File: src/sv/w3ud_pkg.sv
`timescale 1ns / 1ps

package w3ud_pkg;

	// Configuration register indexes
	localparam logic [0:0] REG_SPLIT_FLUX_MODE = 1'd0;
	localparam logic [0:0] REG_SMALL_EPS       = 1'd1;

	localparam logic [15:0] EPS_RESET = 16'd43;
	localparam int QUEUE_DEPTH_DEF = 4;

	// Velocity of +1/2 in Q16.16
	localparam logic signed [31:0] HALF_VEL = 32'sd32768;

	// Datapath widths
	localparam int SW    = 34;   // shifted stencil sample
	localparam int DW    = 36;   // second difference
	localparam int AW    = 35;   // magnitude of a second difference
	localparam int TW    = 37;   // third difference
	localparam int TAW   = 36;   // magnitude of a third difference
	localparam int PMW   = 36;   // central difference
	localparam int HHW   = 34;
	localparam int HLW   = 35;
	localparam int LLW   = 36;
	localparam int SQW   = 71;   // square plus epsilon
	localparam int NW    = 30;   // normalised term
	localparam int N2W   = 60;
	localparam int SUMW  = 62;
	localparam int REMW  = 63;
	localparam int QW    = 32;
	localparam int DIVST = 16;   // divider stages
	localparam int DIVBITS = QW / DIVST;
	localparam int TSPLIT = 18;
	localparam int MW1   = 50;
	localparam int W1W   = 68;
	localparam int DDW   = 38;
	localparam int ADW   = 37;
	localparam int VSPLIT = 19;
	localparam int VP0W  = 51;
	localparam int VP1W  = 50;
	localparam int VPW   = 69;
	localparam int TERMW = 54;
	localparam int LANE_LAT = 11 + DIVST;

	localparam logic [31:0] SAT_MAX = 32'h7FFF_FFFF;
	localparam logic [31:0] SAT_MIN = 32'h8000_0000;

	typedef struct packed {
		logic signed [31:0] v;
		logic signed [31:0] mm;
		logic signed [31:0] m;
		logic signed [31:0] c;
		logic signed [31:0] p;
		logic signed [31:0] pp;
		logic [31:0]        mx;
		logic               split;
	} entry_t;

	typedef struct packed {
		logic signed [31:0]   v;
		logic signed [SW-1:0] mm;
		logic signed [SW-1:0] m;
		logic signed [SW-1:0] c;
		logic signed [SW-1:0] p;
		logic signed [SW-1:0] pp;
		logic                 left;
	} lane_in_t;

	typedef struct packed {
		logic [TAW-1:0]        at;
		logic                  tneg;
		logic signed [PMW-1:0] pm;
		logic signed [31:0]    v;
	} ctx_t;

endpackage

File: src/sv/w3ud_front.sv
`timescale 1ns / 1ps

module w3ud_front (
	input  logic               in_valid,
	input  logic               full,
	input  logic               split_flux_mode,
	input  logic signed [31:0] velocity,
	input  logic signed [31:0] sample_mm,
	input  logic signed [31:0] sample_m,
	input  logic signed [31:0] sample_c,
	input  logic signed [31:0] sample_p,
	input  logic signed [31:0] sample_pp,
	output logic               in_stall,
	output logic               push,
	output w3ud_pkg::entry_t   entry
);

	logic [31:0] a_mm, a_m, a_c, a_p, a_pp;
	logic [31:0] mx_a, mx_b, mx_c;

	assign a_mm = sample_mm[31] ? 32'(-sample_mm) : 32'(sample_mm);
	assign a_m  = sample_m[31]  ? 32'(-sample_m)  : 32'(sample_m);
	assign a_c  = sample_c[31]  ? 32'(-sample_c)  : 32'(sample_c);
	assign a_p  = sample_p[31]  ? 32'(-sample_p)  : 32'(sample_p);
	assign a_pp = sample_pp[31] ? 32'(-sample_pp) : 32'(sample_pp);

	// Largest magnitude over the stencil, for split-flux shifting
	assign mx_a = (a_mm > a_m) ? a_mm : a_m;
	assign mx_b = (a_c > a_p) ? a_c : a_p;
	assign mx_c = (mx_a > mx_b) ? mx_a : mx_b;

	always_comb begin
		entry.v     = velocity;
		entry.mm    = sample_mm;
		entry.m     = sample_m;
		entry.c     = sample_c;
		entry.p     = sample_p;
		entry.pp    = sample_pp;
		entry.mx    = (mx_c > a_pp) ? mx_c : a_pp;
		entry.split = split_flux_mode;
	end

	assign in_stall = full;
	assign push     = in_valid && !full;

endmodule

File: config.mk
export PLATFORM = sky130hd
export DESIGN_NAME = w3ud_front
export DESIGN_NICKNAME = d
export VERILOG_FILES = /design/src/sv/w3ud_pkg.sv /design/src/sv/w3ud_front.sv
export SDC_FILE = /design/constraint.sdc
export NUM_CORES = 1
export LEC_CHECK = 0
export ABC_AREA = 1
export CELL_PAD_IN_SITES_DETAIL_PLACEMENT = 0
export CELL_PAD_IN_SITES_GLOBAL_PLACEMENT = 2
export CORE_UTILIZATION = 33
export DETAILED_ROUTE_END_ITERATION = 7
export DONT_BUFFER_PORTS = 1
export PLACE_DENSITY = 0.92
export SYNTH_ARGS = -nofsm -noshare
export SYNTH_HDL_FRONTEND = slang
export SYNTH_SLANG_ARGS = --single-unit
File: constraint.sdc
create_clock -name vclk -period 6.9
set_input_delay 0 -clock vclk [all_inputs]
set_output_delay 0 -clock vclk [all_outputs]
set_load 0.05 [all_outputs]
# Word-level counts from Yosys, hierarchy flattened
# Index checks and enable logic that the tools add are counted.
# word_totals
regBits	0
inputBits	195
output_inout_bits	227
# classes
addsub	5
magnitude_cmp	4
n_mux	9
reduce_logical	2
# op_table
op	count
$mux 32	9
$neg 32->32	5
$gt 32x32->1	4
$logic_and 1x1->1	1
$logic_not 1->1	1

# Longest topological paths before layout
# depth
word_depth	8
ltp_mapped	56
mapped_depth_nobuf	53

# Worst setup path after synthesis
# Ideal clock, no wire load.
# synth_path
path_type	input to output
from	input port sample_m[0]
to	output port entry[10] (netlist bit)
arrival_ns	6.617
slack_ns	0.283
stages	47
path_buffers	3
cell_sequence	inv_1 > ha_1 > inv_1 > nor3_2 > nand3_1 > nor3_2 > nand2_1 > o21ai_4 > inv_2 > a21oi_1 > o21ai_1 > xor2_1 > inv_1 > ha_1 > nand2_1 > nor2_1 > nand4_1 > nor2_1 > [... 11 more ...] > or2_1 > a21oi_1 > a31oi_1 > clkbuf_1 > nand2_1 > and2_1 > ha_1 > inv_1 > nor2_1 > nor2_1 > o21a_1 > o221ai_1 > a21oi_1 > o21a_1 > a31oi_2 > clkbuf_1 > nand3_1 > nand2_1
# synth_rtl
item	line_no	text
start, declared	w3ud_front.sv:9	input logic signed [31:0] sample_m,
end, declared	w3ud_front.sv:15	output w3ud_pkg::entry_t entry

==> metrics.txt <==
initial core utilization 33.8%; router iterations before antenna repair 8; post-cts hold buffer count 0; RSZ-0062 raised after global routing true; Final Wtd Congestion 0.958; clock power share 0%; final WL 42300 µm; minimum clock period 7.11 ns; final setup vio count 32; setup TNS -5.97 ns; Hold Crit Class in2out; crit path max fanout 8; worst endpoint required time 6.90 ns; FMAX 141 MHz; GRT Util Overall 24.8%; sequential power share 0%; post-synthesis cell area 10400 µm²; P&R area growth vs syn 28.4%; Syn Nets 2144; total power 5.21 mW; CLK BUF 0; num sequential 0; Yosys warnings 0; commonest non-fill, non-tap cell in the layout nand2_1; failing checks design-rule violations, negative setup slack; most frequent cells in the layout nand2_1, buf_4, inv_1, nor2_1, nand3_1; initial antenna violation count 0; Pwr Density 389 nW/µm²; DR WL/cell 18.3 µm; Leak Pwr 6.93 nW; share of cells above drive strength 1 28.7%; most frequent cell on the critical path nand2_2; MaxCap Viol Count 0; mean area per synthesized cell 5.74 µm²; Final Hold Fails 0; vias in the first global route 11700; core footprint 30800 µm²; Final #Nets 2239; delay of the slowest critical-path stage 0.30 ns; max-slew violations 0; pin count of the biggest net entering global routing 31; GRT overflow 0; Design Area, Final 13400 µm²; DRT iter0 DRCs 648; Die H 180 µm; critical path class in2out; fillers 3195; setup ws final -0.213 ns; worst slew pin tran 0.879 ns; Critical-path top delay cell ha_1; placed cell areas 11700 µm²; outcome complete, but fails checks; die area 32300 µm²; hpwl dp 35200 µm; io pins 422; peak supply drop 0.373 mV; vias 11700; Power Internal 2.43 mW; sequential area share after synthesis 0%; # port buffers 0; Synth Instances 1817; Antenna diodes 0; Die Wd 180 µm; Setup crit end kind output pin; NetSw 2.78 mW; storage element area 0 µm²; Critical Path Source Type primary input; first-pass GRT wire length 64100 µm; area of the multi-input gates 8700 µm²; # DRC 33; Net Sw Frac 53.4%; antenna-violating nets left 0; Comb power frac 100.0%; Synth cell types 47; crit path DAT 7.11 ns; fin crit share 103%; Worst slew margin 41.2%; Row Count 64; via-per-instance ratio 5.06
## stage by stage
step,utilization [%],cells,hold WS (ns),setup slack (ns)
after floorplan,-,1817,0.167,0.283
after global placement,38.0,2240,0.000341,-0.408
after detailed placement,38.0,2240,0.000341,-0.448
after CTS,41.9,2288,0.000341,0.00268
after global routing,43.5,2306,0.0000458,-0.594
final,43.5,2306,0.0000178,-0.213
## what timing repair did
action	in CTS	in global routing
pin swaps	24	15
setup buffers	41	16
resized for setup	186	84
cloned	8	2
endpoints found under the setup margin	32	32
## power groups by stage
stage / clock network [mW] / logic, mW / registers [mW]
2_1_floorplan: 0 / 2.55 / 0
3_3_place_gp: 0 / 4.33 / 0
3_5_place_dp: 0 / 4.37 / 0
4_1_cts: 0 / 4.99 / 0
5_1_grt: 0 / 5.52 / 0
6_report: 0 / 5.21 / 0
## cells in the mapped netlist (14+ instances only)
cell / n / area share (%)
nand4_1: 26 / 1.6
o21ai_0: 64 / 3.1
o31ai_1: 14 / 1.0
ha_1: 132 / 16
and2_1: 55 / 3.3
clkbuf_1: 24 / 0.86
nor4_1: 14 / 0.84
a21oi_1: 72 / 3.5
nor2_1: 140 / 5.0
inv_1: 260 / 9.4
nand3_1: 163 / 7.8
nand2_1: 391 / 14
nor3_1: 31 / 1.5
buf_4: 194 / 14
xor2_1: 104 / 8.7
xnor2_1: 31 / 2.6
## cell type report
type,instances,area share [%]
repair inverters,1,0.0560
inverters,266,7.59
repair buffers,326,23.7
multi-input cells,1317,65.0
well taps,396,3.70
## cell families (layout without fill, tap and decap cells)
group	Yosys count	in the layout	synth area share, %
AO/OA/AOI/OAI	190	190	10.5
AND/OR/NAND/NOR	859	860	37.0
adder cells (fa/ha/maj)	132	132	15.8
buffers and inverters	501	593	25.3
XOR/XNOR	135	135	11.3
## path summary, 6_finish.rpt
| kind | cells after the start | endpoint | from |
|---|---|---|---|
| min | 0 | entry[170] | sample_mm[9] |
| max | 52 | entry[23] | sample_m[0] |
## routing by layer
| layer | vias to the layer above | share of wire, % | global-route usage [%] |
|---|---|---|---|
| li1 | 5826 | - | - |
| met1 | 5286 | 40 | 29.3 |
| met2 | 473 | 48 | 44.1 |
| met3 | 81 | 8.4 | 5.49 |
| met4 | 0 | 3.7 | 8.45 |
| met5 | - | 0 | 0 |
## critical path, delay by kind of cell
| family | cells | cell delay, ns |
|---|---|---|
| AOI/OAI and AO/OA | 11 | 1.39 |
| xor gates and xnor gates | 1 | 0.25 |
| adders and majority gates | 4 | 0.93 |
| buffers and inverters | 14 | 1.54 |
| and+or+nand+nor | 22 | 2.95 |
Note: power is estimated with default switching activity, not from simulation.
