[src/sv/w3ud_pkg.sv]
`timescale 1ns / 1ps

package w3ud_pkg;

	// Configuration register indexes
	localparam logic [0:0] REG_SPLIT_FLUX_MODE = 1'd0;
	localparam logic [0:0] REG_SMALL_EPS       = 1'd1;

	localparam logic [15:0] EPS_RESET = 16'd43;
	localparam int QUEUE_DEPTH_DEF = 4;

	// Velocity of +1/2 in Q16.16
	localparam logic signed [31:0] HALF_VEL = 32'sd32768;

	// Datapath widths
	localparam int SW    = 34;   // shifted stencil sample
	localparam int DW    = 36;   // second difference
	localparam int AW    = 35;   // magnitude of a second difference
	localparam int TW    = 37;   // third difference
	localparam int TAW   = 36;   // magnitude of a third difference
	localparam int PMW   = 36;   // central difference
	localparam int HHW   = 34;
	localparam int HLW   = 35;
	localparam int LLW   = 36;
	localparam int SQW   = 71;   // square plus epsilon
	localparam int NW    = 30;   // normalised term
	localparam int N2W   = 60;
	localparam int SUMW  = 62;
	localparam int REMW  = 63;
	localparam int QW    = 32;
	localparam int DIVST = 16;   // divider stages
	localparam int DIVBITS = QW / DIVST;
	localparam int TSPLIT = 18;
	localparam int MW1   = 50;
	localparam int W1W   = 68;
	localparam int DDW   = 38;
	localparam int ADW   = 37;
	localparam int VSPLIT = 19;
	localparam int VP0W  = 51;
	localparam int VP1W  = 50;
	localparam int VPW   = 69;
	localparam int TERMW = 54;
	localparam int LANE_LAT = 11 + DIVST;

	localparam logic [31:0] SAT_MAX = 32'h7FFF_FFFF;
	localparam logic [31:0] SAT_MIN = 32'h8000_0000;

	typedef struct packed {
		logic signed [31:0] v;
		logic signed [31:0] mm;
		logic signed [31:0] m;
		logic signed [31:0] c;
		logic signed [31:0] p;
		logic signed [31:0] pp;
		logic [31:0]        mx;
		logic               split;
	} entry_t;

	typedef struct packed {
		logic signed [31:0]   v;
		logic signed [SW-1:0] mm;
		logic signed [SW-1:0] m;
		logic signed [SW-1:0] c;
		logic signed [SW-1:0] p;
		logic signed [SW-1:0] pp;
		logic                 left;
	} lane_in_t;

	typedef struct packed {
		logic [TAW-1:0]        at;
		logic                  tneg;
		logic signed [PMW-1:0] pm;
		logic signed [31:0]    v;
	} ctx_t;

endpackage

[src/sv/w3ud_queue.sv]
`timescale 1ns / 1ps

module w3ud_queue #(
	parameter int DEPTH = w3ud_pkg::QUEUE_DEPTH_DEF
) (
	input  logic             clk,
	input  logic             arst_n,
	input  logic             push,
	input  w3ud_pkg::entry_t wdata,
	input  logic             pop,
	output logic             full,
	output logic             empty,
	output w3ud_pkg::entry_t head
);

	localparam int PTRW = (DEPTH > 1) ? $clog2(DEPTH) : 1;
	localparam int CNTW = $clog2(DEPTH + 1);

	w3ud_pkg::entry_t mem_q [DEPTH];
	logic [PTRW-1:0] wr_ptr_q, rd_ptr_q;
	logic [CNTW-1:0] cnt_q;
	logic do_push, do_pop;

	assign full    = (cnt_q == CNTW'(DEPTH));
	assign empty   = (cnt_q == '0);
	assign do_push = push && !full;
	assign do_pop  = pop && !empty;
	assign head    = mem_q[rd_ptr_q];

	always_ff @(posedge clk) begin
		if (do_push) begin
			mem_q[wr_ptr_q] <= wdata;
		end
	end

	always_ff @(posedge clk or negedge arst_n) begin
		if (!arst_n) begin
			wr_ptr_q <= '0;
			rd_ptr_q <= '0;
			cnt_q    <= '0;
		end else begin
			if (do_push) begin
				wr_ptr_q <= (wr_ptr_q == PTRW'(DEPTH - 1)) ? '0 : wr_ptr_q + 1'b1;
			end
			if (do_pop) begin
				rd_ptr_q <= (rd_ptr_q == PTRW'(DEPTH - 1)) ? '0 : rd_ptr_q + 1'b1;
			end
			if (do_push && !do_pop) begin
				cnt_q <= cnt_q + 1'b1;
			end else if (do_pop && !do_push) begin
				cnt_q <= cnt_q - 1'b1;
			end
		end
	end

endmodule

[config.mk]
export PLATFORM = sky130hd
export DESIGN_NAME = w3ud_queue
export DESIGN_NICKNAME = d
export VERILOG_FILES = /design/src/sv/w3ud_pkg.sv /design/src/sv/w3ud_queue.sv
export SDC_FILE = /design/constraint.sdc
export NUM_CORES = 1
export LEC_CHECK = 0
export BUFFER_PORTS_ARGS = -buffer_cell sky130_fd_sc_hd__clkbuf_2
export CORE_UTILIZATION = 45
export DETAILED_ROUTE_END_ITERATION = 10
export GPL_TIMING_DRIVEN = 0
export PLACE_DENSITY = 0.65
export SLEW_MARGIN = 30
export SYNTH_ARGS = -nofsm -noshare
export SYNTH_HDL_FRONTEND = slang
export SYNTH_SLANG_ARGS = --single-unit
[constraint.sdc]
create_clock -name clk -period 13.25 [get_ports clk]
set_clock_uncertainty 0.2 [all_clocks]
set_input_delay 2.65 -clock clk [delete_from_list [all_inputs] [get_ports clk]]
set_output_delay 2.65 -clock clk [all_outputs]
set_load 0.005 [all_outputs]
## After elaboration in Yosys (flattened, before gate mapping)

Memory sizes are Yosys's and may differ from the RTL's.
Cells that the tools add are included.

- Register bits: 7
- Memory bits (writable): 900
- Input bits: 229
- Output and inout bits: 227
- Word-level logic and storage cells: 27
- Memories kept: 1

- Add/subtract/negate cells: 4
- Equality and inequality tests: 3
- Mux-type cells: 6
- Reductions and logical operators: 10

Memories:

| memory | words | width | rd ports | clocked after memory_dff | wr ports | RTL line | RTL |
|---|---|---|---|---|---|---|---|
| mem_q | 4 | 225 | 1 | 0 | 1 | w3ud_queue.sv:19 | `w3ud_pkg::entry_t mem_q [DEPTH];` |

Operators by type and width:

| kind | number |
|---|---|
| $mux W3 | 2 |
| $add A2 B1 Y2 const B | 2 |
| $eq A2 B2 Y1 const B | 2 |
| $logic_and A1 B1 Y1 | 4 |
| $logic_not A1 Y1 | 4 |
| $mux W2 | 2 |
| $add A3 B1 Y3 const B | 1 |
| $eq A3 B3 Y1 const B | 1 |
| $logic_not A3 Y1 | 1 |
| $sub A3 B1 Y3 const B | 1 |
| $mux W1 | 2 |
| $reduce_bool A2 Y1 | 1 |

## Logic depth before layout (Yosys ltp)

Gate-level depths: netlist of the first run.

- Word-level depth: 7
- Gate-level depth with buffers: 8

## Least setup slack after synthesis of the first run

Ideal clock, no wire load.

- Path kind: input -> register
- Start: input port push
- End: memory mem_q[3][0] (netlist name), enable pin
- Data arrival time: 12.115 ns
- Data required time: 12.230 ns
- Slack: 0.115 ns
- Stages: 2
- Buffers on the path: 0
- Cells stage by stage: nand2_1 nor2_1

- Word-level cells in the longest chain between the ends: 3

Ends and longest elaborated chain:

| element | RTL line | RTL |
|---|---|---|
| start: declaration | w3ud_queue.sv:8 | `input logic push,` |
| $logic_and A1 B1 Y1 | w3ud_queue.sv:26 | `assign do_push = push && !full;` |
| $mux W1 | w3ud_queue.sv:31 | `if (do_push) begin` |
| $mux W1 (implied by the code) | w3ud_queue.sv:32 | `mem_q[wr_ptr_q] <= wdata;` |
| end: declaration | w3ud_queue.sv:19 |  |

Every way passes these cells.

==> impl_results.md, run 1 <==
* Mapped Avg Cell Area at 27.1 um^2
* Status: complete, no violations
* Num CTS Buffers at 92
* CP Class: flip-flop to output port
* First-pass GRT wire length at 99700 um
* Port Buffers at 455
* Post-synthesis cell count at 1212
* Vias in the first global route at 16.0k
* Layout Utilization at 56.0%
* RR Startpoint: wr_ptr_q[0]
* Final Cycle Share at 42.3%
* Minimum clock period at 5.60 ns
* Pre-Repair DR Iteration Count at 5
* Worst setup path endpoint: head[72]
* Worst Tran Pin Value at 0.733 ns
* Row count at 98
* Placed cell area at 37200 um^2
* Routed vias at 14.8k
* Fin nets at 2032
* Total Power at 0.00904 W
* Remaining antenna violation count after routing at 0
* Syn nets at 1448
* Die width at 272 um
* Most frequent cell on the critical path: buf_2
* CTS tree: built
* Final setup fails at 0
* Number of synthesis warnings at 0
* CP Cell Sequence: buf_2 -> buf_2 -> buf_2 -> mux4_2 -> clkbuf_2
* CP max stage delay at 0.43 ns
* Share of cells above drive strength 1 at 47.9%
* Post-synth EDFFs at 900
* Worst Setup End Kind: output port
* Top post-synthesis cells by area: edfxtp_1, mux4_2, dfrtp_1
* Slew HR at 51.1%
* CTS resizes at 0
* Leak at 13.8 nW
* H-tree depth at 3
* Peak supply drop at 0.180 mV
* Post-route cell area at 40200 um^2
* Global route total overflow at 0
* GPL Wtd Cong at 0.730
* Share of flip-flops with an asynchronous set or reset at 0.772%
* Vias/cell at 5.26
* Maximum clock path buffer count at 3
* CP required at 10.40 ns
* Max-slew violations at 0
* Core area at 71900 um^2
* Synth Flop Type: edfxtp_1
* Average wire per standard cell at 23.6 um
* Total Routing Usage GR at 18.2%
* Sink Count at 907
* Num ports at 456
* Synthesized area at 32800 um^2
* Count leader, synth: edfxtp_1
* Critical R2R Capture: mem_q[3][103]
* Final wirelength at 66500 um
* Die Ht at 272 um
* Largest net degree at the start of global routing at 39
* FF+latch count, synth at 907
* PwrDens at 225 nW/um^2
* Clk root buf: clkbuf_16
* Clock transition at path regs at 0.06 ns
* Initial core utilization at 45.7%
* Post-synthesis cell type count at 22
* Fmax at 178 MHz
* Startpoint Class: flip-flop
* Post-DP HPWL at 44500 um
* Crit path arrival time at 2.75 ns
* Crit path max-delay cell type: buf_2
* Sequential share of the synthesized area at 82.9%
* Final hold violation count at 0
* Initial antenna violation count at 10
* # DRC at 0
* Post-synth top cells: edfxtp_1, mux4_2, buf_2
* Initial DRC Count at 874
* # Max-Cap Violations at 0
* Post-CTS Hold Fix Bufs at 0
* Setup bufs post-CTS at 0
* Die Area at 74000 um^2
* RSZ-0062 raised after global routing: no
* Worst hold path type: flip-flop to flip-flop
* Area Growth Syn to Fin at 22.6%
* Reg2Reg Depth at 9
* CP startpoint: rd_ptr_q[1]
* Clk_lat worst skew at 0.62 ns
* Cell taking the most area after synthesis: edfxtp_1
* Flop-to-flop setup slack at 10.42 ns
* Yosys top cell area share at 82.4%
* Crit Path Max Fanout at 10
[final cells by class]
cell class	instances	area [um^2]
antenna	1	2.50
buffer	50	293
clock buffer	112	2420
clock inverter	56	651
fill	5377	31600
inverter	3	11.3
multi-input combinational	252	5320
sequential	907	27200
tap	950	1190
timing repair buffer	490	3140
[state kept, by name, indices dropped and copies added, names as in the netlist]
signal    count
cnt_q         3
mem_q       900
rd_ptr_q      2
wr_ptr_q      2
[placed cells by master, fill, tap and decap left out, types with 4 or more instances in the layout]
master and n:
clkinv_2 14, clkinvlp_4 6, buf_1 7, buf_6 4, ha_1 6, clkinv_1 20, clkbuf_2 455, buf_12 14
mux4_2 225, clkbuf_16 94, clkbuf_1 19, dfrtp_1 7, buf_16 21, bufinv_16 12, mux2_2 4, buf_4 11
edfxtp_1 900, buf_2 27
[worst max-delay path: cells and delay by family, from the launching register on]
family,cells,cell delay [ns]
buf+inv,4,1.40
flops,1,0.35
mux,1,0.38
[report_power, final]
group / internal [W] / total, W / switching [W] / leakage [nW]
logic: 0.00123 / 0.00257 / 0.00134 / 3.97
registers: 0.00377 / 0.00388 / 0.000110 / 8.32
clock network: 0.00154 / 0.00259 / 0.00105 / 1.48
total: 0.00655 / 0.00904 / 0.00250 / 13.8
[worst min-delay path by stage]
stage                   from  endpoint  slack [ns]  depth (start not counted)
global route        cnt_q[2]  cnt_q[2]        0.39                          1
CTS                 cnt_q[2]  cnt_q[2]        0.36                          1
global placement    cnt_q[2]  cnt_q[2]        0.30                          1
floorplan           cnt_q[2]  cnt_q[2]        0.28                          1
detailed placement  cnt_q[2]  cnt_q[2]        0.33                          1
finish              cnt_q[2]  cnt_q[2]        0.37                          1
[routing by layer]
layer  up-vias  GRT usage [%]  part of all wire [%]
li1       6489              -                     -
met1      7783           22.6                    38
met2       440           30.4                    51
met3       112           6.12                   8.4
met4        20           5.54                   2.2
met5         -              0                  0.19
[logic make-up after synthesis]
kind of cell | after synthesis | synth area share [%]
flip-flops | 907 | 82.9
multiplexers | 229 | 15.6
buffers and inverters | 53 | 0.927
AND/OR/NAND/NOR | 11 | 0.175
adder cells (fa/ha/maj) | 7 | 0.290
XOR/XNOR | 3 | 0.0801
AO/OA/AOI/OAI | 2 | 0.0458
[stage by stage]
stage	setup slack, ns	std cells	setup TNS (ns)	hold WS, ns
2_1_floorplan	0.115	1212	0	0.278
5_1_grt	7.43	2820	0	0.388
4_1_cts	7.51	2820	0	0.361
6_report	7.65	2821	0	0.366
3_3_place_gp	-8.05	2617	-1990.09	0.302
3_5_place_dp	8.20	2652	0	0.328
Note: power is estimated with default switching activity, not from simulation.
==> run 2, diff against run 1 <==
--- a/config.mk
+++ b/config.mk
@@ -9,7 +9,7 @@
 export CORE_UTILIZATION = 45
 export DETAILED_ROUTE_END_ITERATION = 10
 export GPL_TIMING_DRIVEN = 0
-export PLACE_DENSITY = 0.65
+export PLACE_DENSITY = 0.68
 export SLEW_MARGIN = 30
 export SYNTH_ARGS = -nofsm -noshare
 export SYNTH_HDL_FRONTEND = slang
==> constraint.sdc (replaced) <==
create_clock -name clk -period 4.6 [get_ports clk]
set_clock_uncertainty 0.2 [all_clocks]
set_input_delay 0.92 -clock clk [delete_from_list [all_inputs] [get_ports clk]]
set_output_delay 0.92 -clock clk [all_outputs]
set_load 0.005 [all_outputs]
==> impl_results.md, run 2 (same netlist as run 1, synthesis figures left out) <==
* Global route total overflow at 0 (unchanged)
* Placed cells at 2649 (-0.11%)
* Biggest regs: mem_q x900, cnt_q x3
* Row count at 98 (unchanged)
* Final non-filler cell total at 2816 (-0.18%)
* Final setup fails at 0 (unchanged)
* Min Hold Slack at 0.300 ns (-0.0656 ns)
* Vias/cell at 5.30 (+0.78%)
* Share of cells above drive strength 1 at 47.7% (-0.20 points)
* Leak at 13.7 nW (-0.76%)
* Area Growth Syn to Fin at 21.8%
* Largest net degree at the start of global routing at 41 (+5.1%)
* Max-slew violations at 0 (unchanged)
* Average wire per standard cell at 23.5 um (-0.44%)
* Crit path arrival time at 2.71 ns (-0.04 ns)
* Die width at 272 um (unchanged)
* CTS tree: built
* Initial antenna violation count at 11 (+1)
* Final Cycle Share at 83.2%
* Clk_lat worst skew at 0.61 ns (about the same)
* PwrDens at 640 nW/um^2 (+180%)
* Total Routing Usage GR at 18.1% (-0.16 points)
* CP Class: flip-flop to output port
* Core area at 71900 um^2 (unchanged)
* Num ports at 456 (unchanged)
* Vias in the first global route at 15.9k (-0.52%)
* Slew HR at 50.9% (-0.22 points)
* Crit Path Max Fanout at 11 (+1)
* Sink Count at 907 (unchanged)
* Peak supply drop at 0.382 mV (+110%)
* Fin nets at 2029 (-0.15%)
* Initial core utilization at 45.7% (unchanged)
* RSZ-0062 raised after global routing: no
* # DRC at 0 (unchanged)
* Port Buffers at 455 (unchanged)
* Worst Tran Pin Value at 0.736 ns (+0.00336 ns)
* Commonest non-fill, non-tap cells in the layout: edfxtp_1, clkbuf_2, mux4_2, clkbuf_16, buf_2
* # Max-Cap Violations at 0 (unchanged)
* Commonest non-fill, non-tap cell in the layout: edfxtp_1
* Die Ht at 272 um (unchanged)
* Clock transition at path regs at 0.06 ns (about the same)
* Reg area at 27200 um^2 (unchanged)
* Worst hold path type: input pin to flip-flop
* Post-DP HPWL at 43800 um (-1.6%)
* Largest Register: mem_q
* CP required at 3.48 ns (-6.92 ns)
* Final hold violation count at 0 (unchanged)
* Num CTS Buffers at 91 (-1.1%)
* Routed vias at 14.9k (+0.60%)
* Maximum clock path buffer count at 3 (unchanged)
* Fill cell count at 5386 (+0.17%)
* Startpoint Class: flip-flop
* Remaining antenna violation count after routing at 0 (unchanged)
* Worst Setup End Kind: output port
* First-pass GRT wire length at 99500 um (-0.19%)
* CTS resizes at 0 (unchanged)
* Status: complete, no violations
* Clk root buf: clkbuf_16
* Initial DRC Count at 1072 (+23%)
* GPL Wtd Cong at 0.721 (-1.2%)
* Largest register FFs at 900 (unchanged)
* H-tree depth at 3 (unchanged)
* Fmax at 261 MHz
* Pre-Repair DR Iteration Count at 5 (unchanged)
* Die Area at 74000 um^2 (unchanged)
* Minimum clock period at 3.83 ns
* Area of the multi-input gates at 5330 um^2 (+0.14%)
* Final wirelength at 66100 um (-0.62%)
run 2: path summary, 6_finish.rpt:
| check | cells after the start | slack, ns | to | from |
|---|---|---|---|---|
| setup / recovery | 5 | 0.77 | head[67] | rd_ptr_q[1] |
| hold / removal | 1 | 0.30 | mem_q[0][202] | wdata[202] |
| setup reg to reg | 6 | 1.57 | mem_q[1][73] | cnt_q[2] |
| hold reg to reg | 1 | 0.34 | cnt_q[2] | cnt_q[2] |
| max in group asynchronous | 2 | 3.53 | rd_ptr_q[0] | arst_n |
| min in group asynchronous | 2 | 0.51 | cnt_q[2] | arst_n |
run 2: area by class of cell:
cell class	instances	area share, %
flip-flops and latches	907	68.0
multi-input cells	252	13.3
repair buffers	488	7.72
clock buffers	109	5.92
well taps	950	2.97
clock inverters	54	1.25
plain buffers	50	0.732
inverters	3	0.0282
diodes	3	0.0188
run 2: what timing repair did:
item,in CTS,in global routing
endpoints found under the hold margin,7,0
buffers inserted,0,0
hold buffers,1,0
run 2: power by group:
group,switching [W],total [W],internal (W)
sequential,0.000325,0.0112,0.0109
clock,0.00301,0.00703,0.00402
combinational,0.00385,0.00737,0.00352
total,0.00718,0.0256,0.0184
run 2: layer usage:
metal,wire length [um],part of all wire [%],track usage (%)
met5,115,0.17,0
met4,1260,1.9,4.83
met3,5600,8.5,6.26
met2,33900,51,30.0
met1,25300,38,22.6
run 2: metrics by stage:
stage	util [%]	total power, W	instance area [um^2]	worst slack (ns)	TNS (ns)
2_1_floorplan	-	0.0155	32800	-0.309	-69.58
3_3_place_gp	50.5	0.0186	36300	-3.18	-977.44
3_5_place_dp	51.6	0.0190	37100	1.12	0
4_1_cts	55.6	0.0260	40000	0.602	0
5_1_grt	55.6	0.0268	40000	0.558	0
6_report	55.6	0.0256	40000	0.771	0
run 2: critical path, stage by stage (launching register included):
cell      delay [ns]
dfrtp_1         0.34
buf_2           0.41
buf_2           0.37
buf_2           0.40
mux4_2          0.37
clkbuf_2        0.20
==> run 3, diff against run 2 <==
==> constraint.sdc (replaced) <==
create_clock -name clk -period 3.15 [get_ports clk]
set_clock_uncertainty 0.2 [all_clocks]
set_input_delay 0.63 -clock clk [delete_from_list [all_inputs] [get_ports clk]]
set_output_delay 0.63 -clock clk [all_outputs]
set_load 0.005 [all_outputs]
==> impl_results.md, run 3 (same netlist as run 1, synthesis figures left out) <==
* Status: complete, no violations
* Clock transition at path regs at 0.06 ns (about the same)
* Most frequent cell on the critical path: buf_12
* Port Buffers at 455 (unchanged)
* Peak supply drop at 0.594 mV (+55%)
* Final wirelength at 68600 um (+3.8%)
* Area of the multi-input gates at 5360 um^2 (+0.59%)
* First-pass GRT wire length at 102000 um (+2.6%)
* Area Growth Syn to Fin at 29.3%
* H-tree depth at 3 (unchanged)
* Slew HR at 56.7% (+5.8 points)
* CP Class: flip-flop to output port
* Initial antenna violation count at 7 (-4)
* Pre-Repair DR Iteration Count at 5 (unchanged)
* PwrDens at 897 nW/um^2 (+40%)
* Num CTS Buffers at 92 (+1.1%)
* RR Startpoint: cnt_q[2]
* Num ports at 456 (unchanged)
* Die width at 272 um (unchanged)
* Reg area at 27200 um^2 (about the same)
* Post-DP HPWL at 44000 um (+0.43%)
* Commonest non-fill, non-tap cells in the layout: edfxtp_1, clkbuf_2, mux4_2, dlygate4sd3_1, clkbuf_16
* Sink Count at 907 (unchanged)
* Crit Path Max Fanout at 10 (-1)
* Post-route cell area at 42400 um^2 (+6.1%)
* CTS tree: built
* Crit path arrival time at 2.21 ns (-0.50 ns)
* Share of cells above drive strength 1 at 43.2% (-4.4 points)
* Reg2Reg Depth at 6 (unchanged)
* Minimum clock period at 3.04 ns
* Crit path max-delay cell type: mux4_2
* Maximum clock path buffer count at 3 (unchanged)
* Final setup fails at 0 (unchanged)
* GPL Wtd Cong at 0.723 (+0.19%)
* Leak at 14.7 nW (+7.4%)
* Routed vias at 15.8k (+5.7%)
* RSZ-0062 raised after global routing: yes
* Initial DRC Count at 959 (-11%)
* Worst Tran Pin Value at 0.649 ns (-0.0877 ns)
* # Max-Cap Violations at 0 (unchanged)
* Final Cycle Share at 96.4%
* Remaining antenna violation count after routing at 0 (unchanged)
* Largest net degree at the start of global routing at 42 (+2.4%)
* Final hold violation count at 0 (unchanged)
* WHS Path Cells at 1 (unchanged)
* CP max stage delay at 0.51 ns (+0.10 ns)
* Biggest regs: mem_q x900, cnt_q x3
* Max-slew violations at 0 (unchanged)
* Layout Utilization at 59.1% (+3.4 points)
* Die Ht at 272 um (unchanged)
* Vias in the first global route at 16.8k (+5.7%)
* Total Power at 0.0381 W (+49%)
* Clk root buf: clkbuf_16
* Largest register FFs at 900 (unchanged)
* Critical R2R Capture: mem_q[2][128]
* Global route total overflow at 0 (unchanged)
* CP required at 2.32 ns (-1.16 ns)
* Hold path start: wdata[42]
* Startpoint Class: flip-flop
* Placed cell area at 37100 um^2 (about the same)
* Vias/cell at 5.20 (-2.0%)
* Commonest non-fill, non-tap cell in the layout: edfxtp_1
* Core area at 71900 um^2 (unchanged)
* Initial core utilization at 45.7% (unchanged)
* CP Cell Sequence: buf_12 -> buf_16 -> buf_12 -> mux4_2 -> clkbuf_2
* Average wire per standard cell at 22.6 um (-3.8%)
* # DRC at 0 (unchanged)
* Hold EP: mem_q[3][42]
* Fill cell count at 5111 (-5.1%)
* Fmax at 329 MHz
* Flop-to-flop setup slack at 0.24 ns (-1.33 ns)
* Largest Register: mem_q
* Worst hold path type: input pin to flip-flop
* Clk_lat worst skew at 0.62 ns (about the same)
* Fin nets at 2253 (+11%)
* Total Routing Usage GR at 18.5% (+0.43 points)
* Die Area at 74000 um^2 (unchanged)
* Row count at 98 (unchanged)
* Worst Setup End Kind: output port
==> run 3: worst max-delay path by stage <==
stage / endpoint / from / slack [ns]
floorplan: mem_q[3][0] / push / -1.47
global placement: mem_q[3][84] / push / -4.36
detailed placement: mem_q[0][79] / push / -0.10
CTS: head[66] / rd_ptr_q[0] / -0.12
global route: head[191] / rd_ptr_q[0] / -0.00006
finish: head[191] / rd_ptr_q[0] / 0.11
==> run 3: routing by layer <==
layer,track usage [%],vias to the layer above,part of all wire [%]
li1,-,6940,-
met5,0,-,0.073
met3,5.08,124,7.2
met1,23.1,8191,39
met2,31.4,525,51
met4,5.97,10,2.6
==> run 3: area by class of cell <==
cell class                      count  share of cell area (%)
Antenna cell                        3                  0.0177
Buffer                             50                    1.19
Clock buffer                      115                    5.73
Clock inverter                     48                    1.01
Inverter                            3                  0.0265
Multi-Input combinational cell    253                    12.6
Sequential cell                   907                    64.1
Tap cell                          950                    2.80
Timing Repair Buffer              710                    12.5
==> run 3: what timing repair did <==
action                     CTS  global route
setup endpoints to repair  225           257
setup buffers                0             1
hold buffers               220             0
pin swaps                    0             1
hold endpoints to repair   877             0
resized for setup           39            33
gates cloned                 0             1
==> run 3: critical path, delay by kind of cell (launching register included) <==
family	cells	cell delay, ns
muxes	1	0.51
DFF	1	0.41
buffers and inverters	4	0.64
==> run 3: power by group <==
| part | leakage [nW] | switching (W) | internal (W) |
|---|---|---|---|
| combinational | 4.97 | 0.00583 | 0.00563 |
| sequential | 8.32 | 0.000494 | 0.0159 |
| clock | 1.39 | 0.00435 | 0.00590 |
| total | 14.7 | 0.0107 | 0.0274 |
==> run 3: metrics by stage <==
stage	std cells	hold slack, ns	setup TNS [ns]	setup slack, ns
floorplan	1212	0.134	-383.81	-1.47
global placement	2617	0.272	-2062.32	-4.36
detailed placement	2651	0.280	-5.91	-0.104
CTS	3034	0.0000471	-11.08	-0.123
global route	3038	0.0135	-0.0000577	-0.0000577
finish	3039	0.0446	0	0.113
